**config.mk**
```make
export PLATFORM = sky130hd
export DESIGN_NAME = framed_command_packet_parser_flat
export DESIGN_NICKNAME = d
export VERILOG_FILES = /design/src/rtl/fcpp_pkg.sv /design/src/rtl/fcpp_if.sv /design/src/rtl/fcpp_ram.sv /design/src/rtl/framed_command_packet_parser.sv /design/src/flat_wrapper.sv
export SDC_FILE = /design/constraint.sdc
export NUM_CORES = 2
export LEC_CHECK = 0
export BUFFER_PORTS_ARGS = -buffer_cell sky130_fd_sc_hd__buf_2
export CORE_MARGIN = 10
export CORE_UTILIZATION = 60
export DETAILED_ROUTE_END_ITERATION = 6
export HOLD_SLACK_MARGIN = 0.05
export PLACE_DENSITY = 0.83
export SLEW_MARGIN = 20
export SYNTH_ARGS = -nofsm -noshare
export SYNTH_HDL_FRONTEND = slang
export SYNTH_SLANG_ARGS = --single-unit
```
**constraint.sdc**
```tcl
create_clock -name clk -period 5.24 [get_ports clk]
set_clock_uncertainty 0.2 [all_clocks]
set_input_delay 0.524 -clock clk [delete_from_list [all_inputs] [get_ports clk]]
set_output_delay 0.524 -clock clk [all_outputs]
set_load 0.05 [all_outputs]
```
**src/rtl/fcpp_pkg.sv**
```systemverilog
`default_nettype none
package fcpp_pkg;

	localparam int unsigned BYTE_W       = 8;
	localparam int unsigned EVENT_W      = 2;
	localparam int unsigned CFG_INDEX_W  = 2;
	localparam int unsigned BUFFER_DEPTH = 256;

	localparam logic [BYTE_W-1:0] SYNC_BYTE = 8'hFF;
	localparam logic [BYTE_W-1:0] END_BYTE  = 8'h0D;

	localparam logic [BYTE_W-1:0] PROTOCOL_VERSION_RST = 8'd1;
	localparam logic [BYTE_W-1:0] COMMAND_LIMIT_RST    = 8'd11;

	// register indexes
	localparam logic [CFG_INDEX_W-1:0] REG_PROTOCOL_VERSION = 2'd0;
	localparam logic [CFG_INDEX_W-1:0] REG_COMMAND_LIMIT    = 2'd1;

	// operation codes
	localparam logic OP_RX   = 1'b0;
	localparam logic OP_READ = 1'b1;

	// result event codes
	localparam logic [EVENT_W-1:0] EV_NONE   = 2'd0;
	localparam logic [EVENT_W-1:0] EV_ACCEPT = 2'd1;
	localparam logic [EVENT_W-1:0] EV_DROP   = 2'd2;
	localparam logic [EVENT_W-1:0] EV_READ   = 2'd3;

endpackage
`default_nettype wire

```
**src/rtl/fcpp_if.sv**
```systemverilog
`default_nettype none
interface fcpp_req_if import fcpp_pkg::*; ();
	logic              valid;
	logic              ready;
	logic              op;
	logic [BYTE_W-1:0] rx_byte;
	logic [BYTE_W-1:0] read_index;

	modport source (output valid, op, rx_byte, read_index, input ready);
	modport sink (input valid, op, rx_byte, read_index, output ready);
endinterface

interface fcpp_rsp_if import fcpp_pkg::*; ();
	logic               valid;
	logic               ready;
	logic [EVENT_W-1:0] event_res;
	logic [BYTE_W-1:0]  frame_command;
	logic [BYTE_W-1:0]  frame_length;
	logic [BYTE_W-1:0]  payload_byte;

	modport source (output valid, event_res, frame_command, frame_length, payload_byte,
		input ready);
	modport sink (input valid, event_res, frame_command, frame_length, payload_byte,
		output ready);
endinterface
`default_nettype wire

```
**src/rtl/fcpp_ram.sv**
```systemverilog
`default_nettype none
module fcpp_ram #(
	parameter int unsigned WIDTH = 8,
	parameter int unsigned DEPTH = 256
) (
	input  wire logic                     clk,
	input  wire logic                     we,
	input  wire logic [$clog2(DEPTH)-1:0] waddr,
	input  wire logic [WIDTH-1:0]         wdata,
	input  wire logic                     re,
	input  wire logic [$clog2(DEPTH)-1:0] raddr,
	output logic      [WIDTH-1:0]         rdata
);

	logic [WIDTH-1:0] mem_q [DEPTH];
	logic [WIDTH-1:0] rdata_q;

	always_ff @(posedge clk) begin
		if (we) begin
			mem_q[waddr] <= wdata;
		end
		if (re) begin
			rdata_q <= mem_q[raddr];
		end
	end

	assign rdata = rdata_q;

endmodule
`default_nettype wire

```
**src/rtl/framed_command_packet_parser.sv**
```systemverilog
// framed command packet parser: sync, version, command, length, payload, checksum, end
// every beat's result is registered in the output stage and shown in the cycle after acceptance
// throughput: one beat per cycle while the output stage is empty or its beat is taken, set by
//   the phase update and the one write port plus one registered read port of the payload buffer
// reset: parser back to hunting, output stage empty, registers to version 1 and limit 11;
//   the payload buffer is not cleared
`default_nettype none
module framed_command_packet_parser import fcpp_pkg::*; (
	input  wire logic                   clk,
	input  wire logic                   arst_n,
	input  wire logic                   cfg_write,
	input  wire logic [CFG_INDEX_W-1:0] cfg_index,
	input  wire logic [BYTE_W-1:0]      cfg_data,
	fcpp_req_if.sink                    req,
	fcpp_rsp_if.source                  rsp
);

	localparam int unsigned ADDR_W = $clog2(BUFFER_DEPTH);

	typedef enum logic [2:0] {
		PH_HUNT,
		PH_VERSION,
		PH_COMMAND,
		PH_LENGTH,
		PH_PAYLOAD,
		PH_CHECK,
		PH_END
	} phase_t;

	// configuration registers
	logic [BYTE_W-1:0] protocol_version_q;
	logic [BYTE_W-1:0] command_limit_q;

	// parser state
	phase_t            phase_q;
	logic [BYTE_W-1:0] held_command_q;
	logic [BYTE_W-1:0] held_length_q;
	logic [BYTE_W-1:0] fill_count_q;
	logic [BYTE_W-1:0] running_sum_q;

	// output stage
	logic               valid_s1;
	logic [EVENT_W-1:0] event_s1;
	logic [BYTE_W-1:0]  command_s1;
	logic [BYTE_W-1:0]  length_s1;
	logic               read_s1;

	// next-state values
	phase_t             phase_d;
	logic [BYTE_W-1:0]  held_command_d;
	logic [BYTE_W-1:0]  held_length_d;
	logic [BYTE_W-1:0]  fill_count_d;
	logic [BYTE_W-1:0]  running_sum_d;
	logic [EVENT_W-1:0] event_d;
	logic               store_d;
	logic [BYTE_W-1:0]  fill_inc;

	logic              accept;
	logic              rx_beat;
	logic [BYTE_W-1:0] ram_rdata;

	// the output stage frees itself when its beat is taken, so a new beat
	// enters in the same cycle
	assign req.ready = !valid_s1 || rsp.ready;
	assign accept    = req.valid && req.ready;
	assign rx_beat   = accept && (req.op == OP_RX);

	assign fill_inc = fill_count_q + 8'd1;

	// one step of the deframer for the byte on the input
	always_comb begin
		phase_d        = phase_q;
		held_command_d = held_command_q;
		held_length_d  = held_length_q;
		fill_count_d   = fill_count_q;
		running_sum_d  = running_sum_q;
		event_d        = EV_NONE;
		store_d        = 1'b0;
		case (phase_q)
			PH_HUNT: begin
				// sum and fill count cleared on every hunting byte
				fill_count_d  = '0;
				running_sum_d = '0;
				if (req.rx_byte == SYNC_BYTE) begin
					phase_d = PH_VERSION;
				end
			end
			PH_VERSION: begin
				if (req.rx_byte == protocol_version_q) begin
					running_sum_d = req.rx_byte;
					phase_d       = PH_COMMAND;
				end else begin
					phase_d = PH_HUNT;
					event_d = EV_DROP;
				end
			end
			PH_COMMAND: begin
				held_command_d = req.rx_byte;
				if (req.rx_byte < command_limit_q) begin
					running_sum_d = running_sum_q + req.rx_byte;
					phase_d       = PH_LENGTH;
				end else begin
					phase_d = PH_HUNT;
					event_d = EV_DROP;
				end
			end
			PH_LENGTH: begin
				held_length_d = req.rx_byte;
				running_sum_d = running_sum_q + req.rx_byte;
				// empty payload goes straight to the checksum
				phase_d = (req.rx_byte != '0) ? PH_PAYLOAD : PH_CHECK;
			end
			PH_PAYLOAD: begin
				store_d       = 1'b1;
				running_sum_d = running_sum_q + req.rx_byte;
				fill_count_d  = fill_inc;
				if (fill_inc == held_length_q) begin
					phase_d = PH_CHECK;
				end
			end
			PH_CHECK: begin
				if (~running_sum_q == req.rx_byte) begin
					phase_d = PH_END;
				end else begin
					phase_d = PH_HUNT;
					event_d = EV_DROP;
				end
			end
			PH_END: begin
				phase_d = PH_HUNT;
				event_d = (req.rx_byte == END_BYTE) ? EV_ACCEPT : EV_DROP;
			end
			default: begin
				phase_d = PH_HUNT;
			end
		endcase
	end

	// payload buffer: written during the payload phase, read by read beats
	fcpp_ram #(
		.WIDTH(BYTE_W),
		.DEPTH(BUFFER_DEPTH)
	) u_payload_ram (
		.clk  (clk),
		.we   (rx_beat && store_d),
		.waddr(fill_count_q[ADDR_W-1:0]),
		.wdata(req.rx_byte),
		.re   (accept && (req.op == OP_READ)),
		.raddr(req.read_index[ADDR_W-1:0]),
		.rdata(ram_rdata)
	);

	// configuration writes, unknown indexes ignored
	always_ff @(posedge clk or negedge arst_n) begin
		if (!arst_n) begin
			protocol_version_q <= PROTOCOL_VERSION_RST;
			command_limit_q    <= COMMAND_LIMIT_RST;
		end else if (cfg_write) begin
			if (cfg_index == REG_PROTOCOL_VERSION) begin
				protocol_version_q <= cfg_data;
			end else if (cfg_index == REG_COMMAND_LIMIT) begin
				command_limit_q <= cfg_data;
			end
		end
	end

	// parser state moves on stream bytes only, reads leave it alone
	always_ff @(posedge clk or negedge arst_n) begin
		if (!arst_n) begin
			phase_q        <= PH_HUNT;
			held_command_q <= '0;
			held_length_q  <= '0;
			fill_count_q   <= '0;
			running_sum_q  <= '0;
		end else if (rx_beat) begin
			phase_q        <= phase_d;
			held_command_q <= held_command_d;
			held_length_q  <= held_length_d;
			fill_count_q   <= fill_count_d;
			running_sum_q  <= running_sum_d;
		end
	end

	// output stage valid
	always_ff @(posedge clk or negedge arst_n) begin
		if (!arst_n) begin
			valid_s1 <= 1'b0;
		end else if (accept) begin
			valid_s1 <= 1'b1;
		end else if (rsp.ready) begin
			valid_s1 <= 1'b0;
		end
	end

	// output stage payload; command and length shown on an accepted frame only
	always_ff @(posedge clk) begin
		if (accept) begin
			read_s1 <= (req.op == OP_READ);
			if (req.op == OP_READ) begin
				event_s1   <= EV_READ;
				command_s1 <= '0;
				length_s1  <= '0;
			end else begin
				event_s1   <= event_d;
				command_s1 <= (event_d == EV_ACCEPT) ? held_command_q : '0;
				length_s1  <= (event_d == EV_ACCEPT) ? held_length_q : '0;
			end
		end
	end

	assign rsp.valid         = valid_s1;
	assign rsp.event_res     = event_s1;
	assign rsp.frame_command = command_s1;
	assign rsp.frame_length  = length_s1;
	// buffer read data holds until the next read beat is accepted
	assign rsp.payload_byte  = read_s1 ? ram_rdata : '0;

endmodule
`default_nettype wire

```
**src/flat_wrapper.sv**
```systemverilog
// flat-port wrapper written by rule: the top's interface ports become plain ports
module framed_command_packet_parser_flat import fcpp_pkg::*;
  (clk, arst_n, cfg_write, cfg_index, cfg_data, req_valid, req_op, req_rx_byte, req_read_index, req_ready, rsp_valid, rsp_event_res, rsp_frame_command, rsp_frame_length, rsp_payload_byte, rsp_ready);
  fcpp_req_if req_i ();
  fcpp_rsp_if rsp_i ();
  input  wire logic clk;
  input  wire logic arst_n;
  input  wire logic cfg_write;
  input  wire logic [CFG_INDEX_W-1:0] cfg_index;
  input  wire logic [BYTE_W-1:0] cfg_data;
  input wire logic [$bits(req_i.valid)-1:0] req_valid;
  input wire logic [$bits(req_i.op)-1:0] req_op;
  input wire logic [$bits(req_i.rx_byte)-1:0] req_rx_byte;
  input wire logic [$bits(req_i.read_index)-1:0] req_read_index;
  output wire logic [$bits(req_i.ready)-1:0] req_ready;
  output wire logic [$bits(rsp_i.valid)-1:0] rsp_valid;
  output wire logic [$bits(rsp_i.event_res)-1:0] rsp_event_res;
  output wire logic [$bits(rsp_i.frame_command)-1:0] rsp_frame_command;
  output wire logic [$bits(rsp_i.frame_length)-1:0] rsp_frame_length;
  output wire logic [$bits(rsp_i.payload_byte)-1:0] rsp_payload_byte;
  input wire logic [$bits(rsp_i.ready)-1:0] rsp_ready;
  assign req_i.valid = req_valid;
  assign req_i.op = req_op;
  assign req_i.rx_byte = req_rx_byte;
  assign req_i.read_index = req_read_index;
  assign req_ready = req_i.ready;
  assign rsp_valid = rsp_i.valid;
  assign rsp_event_res = rsp_i.event_res;
  assign rsp_frame_command = rsp_i.frame_command;
  assign rsp_frame_length = rsp_i.frame_length;
  assign rsp_payload_byte = rsp_i.payload_byte;
  assign rsp_i.ready = rsp_ready;
  framed_command_packet_parser u_core (.clk(clk), .arst_n(arst_n), .cfg_write(cfg_write), .cfg_index(cfg_index), .cfg_data(cfg_data), .req(req_i), .rsp(rsp_i));
endmodule
```
==> qor.yml <==
status: "complete, but fails checks"
violations: "design-rule violations"
synth_mux_area_share_pct: 16.35
gp_congestion: 0.8661
regArea_sq_mm: 0.06362
fin_nets: 4090
initial_core_util_pct: 60.43
coreArea_sq_mm: 0.1375
numCtsBuffers: 196
grt_overflow: 0
synth_area_per_cell_sq_um: 21.40
wl_met1_mm: 72.10
cts_tree: "done"
r2r_start: "u_core.rsp.valid"
r2r_cells: 8
antenna_found_initial: 9
fmax_mhz: 229.0
cts.clk_slew.worst_paths_ns: 0.06
multi_input_area_sq_mm: 0.01830
track_usage_pct: 28.86
synth_compound_area_share_pct: 2.236
clk_path_buf_depth: 3
synth_seq_cells: 2127
crit_fanout: 8
rsz0062_at_grt: "false"
yosysTopAreaCell: "edfxtp_1"
yosys.area_share.simple_pct: 2.775
routed-wl-met3_mm: 29.23
wl_mm: 220.4
synth_nets: 3937
ir_drop_uv: 397.2
grt_max_degree: 184
hp-start: "req_rx_byte[1]"
synth_top_family_by_area: "multiplexers"
drtPass1Iterations: 7
hold_violations: 0
post_cts.repair.setup_buffers: 0
whs_endpoint: "u_core.u_payload_ram.mem_q[145][1]"
hold_depth: 1
ios: 60
power.density_mw_per_mm2: 381.3
hold_class: "primary input to flop"
clk_latency_ns: 0.85
synthDistinctLibCells: 55
synth_top_area_share_pct: 75.00
async_reset_ff_share_pct: 2.445
h-tree-depth: 4
largest_register_ffs: 2048
routed_via_density: 7.284
p_leak_nw: 28.88
start_kind: "flop"
synthXorXnorAreaFrac_pct: 0.2530
layout_commonest_cell: "edfxtp_1"
synthCells: 3882
fin_crit_sh_pct: 83.32
cts-root-buf: "clkbuf_16"
rows: 136
wl_met2_mm: 106.5
crit_path_end_kind: "flop"
via_count: 43634
cap_violations: 0
first_global_vias: 44287
placement.io_buffers: 59
die_x_um: 392.1
grt_pass1_wl_mm: 319.8
cts_sinks: 2127
area_delta_synth_final_pct: 10.75
crit_arrival_ns: 4.65
period_needed_ns: 4.366
top_register: "u_core.u_payload_ram.mem_q"
drt_iter0_drc: 8180
synth-main-ff-cell: "edfxtp_1"
final_cells: 5990
yosys_warnings: 0
synthAdderAreaFrac_pct: 0.3554
detail_route.wl_per_cell_um: 36.79
hpwl_mm: 120.2
synth_area_sq_mm: 0.08308
synth_edf_count: 2075
crit_type: "flop to flop"
ys_seq_area_share_pct: 76.57
final_layout_size_suffix_gt1_share_pct: 24.34
setup_viol: 0
finalMaxSlewViolations: 0
tightest_slew_ns: 1.225
top_layer_used: "met5"
fin_tns_setup_ns: 0
most-common-layout-cells: "2,075 x edfxtp_1, 540 x mux4_2, 274 x nor2_1"
final_antenna_net_count: 0
drc: 1
n_fill_cell: 7826
dieArea_sq_mm: 0.1538
slew-limit-headroom_pct: 18.11
synth.area.top_cells: "edfxtp_1 75%, mux4_2 15%, dfrtp_1 1.4%, mux2i_1 1.3%, nor2_1 1.3%"
dp.cells: 5608
cp.required_ns: 5.52
dieHeight_um: 392.1
r2r_slack_ns: 0.87
worstReg2RegEnd: "u_core.u_payload_ram.mem_q[104][6]"
## through the flow
stage	setup WS, ns	hold slack (ns)	instance area [sq um]	total power [mW]	util, %
final	0.8740	0.1240	92020	35.08	66.93
after global routing	0.7385	0.1575	92010	35.81	66.92
after CTS	1.165	0.1171	92000	35.05	66.91
after detailed placement	1.106	0.2626	85630	21.31	62.28
after global placement	1.141	0.2639	85610	21.24	62.27
after floorplan	1.792	0.02841	83080	20.49	-
## per-layer routing
| metal | vias up | global-route usage (%) |
|---|---|---|
| li1 | 16466 | - |
| met2 | 4173 | 45.95 |
| met4 | 8 | 13.14 |
| met5 | - | 0 |
| met1 | 22202 | 37.43 |
| met3 | 785 | 8.012 |
## cell families (layout without fill, tap and decap cells)
kind of cell	after synthesis	in the layout
AOI/OAI and AO/OA	270	270
other	0	2
muxes	678	678
xor gates and xnor gates	24	24
DFF	2127	2127
buffers and inverters	243	555
adders and majority gates	23	23
and+or+nand+nor	517	517
## cell usage after synthesis (all sizes together) (29+ instances only)
master	number
mux2i	107
buf	108
mux4	540
mux2	31
nand2	65
nor2	283
a22oi	82
clkbuf	118
nand3	37
dfrtp	48
edfxtp	2075
o21ai	29
a21oi	46
## worst max-delay path by stage
stage / to / slack (ns) / start / depth (start not counted)
floorplan: u_core.u_payload_ram.mem_q[218][0] / 1.79 / u_core.rsp.valid / 8
global placement: u_core.u_payload_ram.rdata[5] / 1.14 / req_read_index[0] / 9
detailed placement: u_core.u_payload_ram.rdata[6] / 1.11 / req_read_index[0] / 9
CTS: u_core.u_payload_ram.mem_q[104][6] / 1.17 / u_core.rsp.valid / 8
global route: u_core.u_payload_ram.mem_q[104][3] / 0.74 / u_core.rsp.valid / 8
finish: u_core.u_payload_ram.mem_q[104][6] / 0.87 / u_core.rsp.valid / 8
## layout make-up
class,instances,area share (%)
tap,1794,2.439
inverter,17,0.06935
sequential,2127,69.14
clock inverter,111,1.088
multi-input combinational,1512,19.88
clock buffer,246,5.590
antenna,2,0.005439
timing repair buffer,181,1.788
## worst max-delay path, stage by stage (launching register included)
cell and delay [ns]:
dfrtp_1 0.38, nand2b_1 0.13, nand2_1 0.19, nor2_1 0.41
nand3_1 0.34, nor3b_1 0.56, nand2_1 0.64, buf_4 0.43
nor2_1 0.72
## power by group
| group | internal (mW) | leakage (nW) | switching (mW) |
|---|---|---|---|
| registers | 18.8 | 19.3 | 0.109 |
| clock network | 7.58 | 2.99 | 6.45 |
| logic | 0.823 | 6.57 | 1.33 |
| total | 27.2 | 28.9 | 7.89 |
## timing repair
action                                 in CTS  in global routing
resized for setup                           0                  0
hold buffers                               23                  0
endpoints found under the hold margin     114                  0
Power figures use the tool's default switching activity.
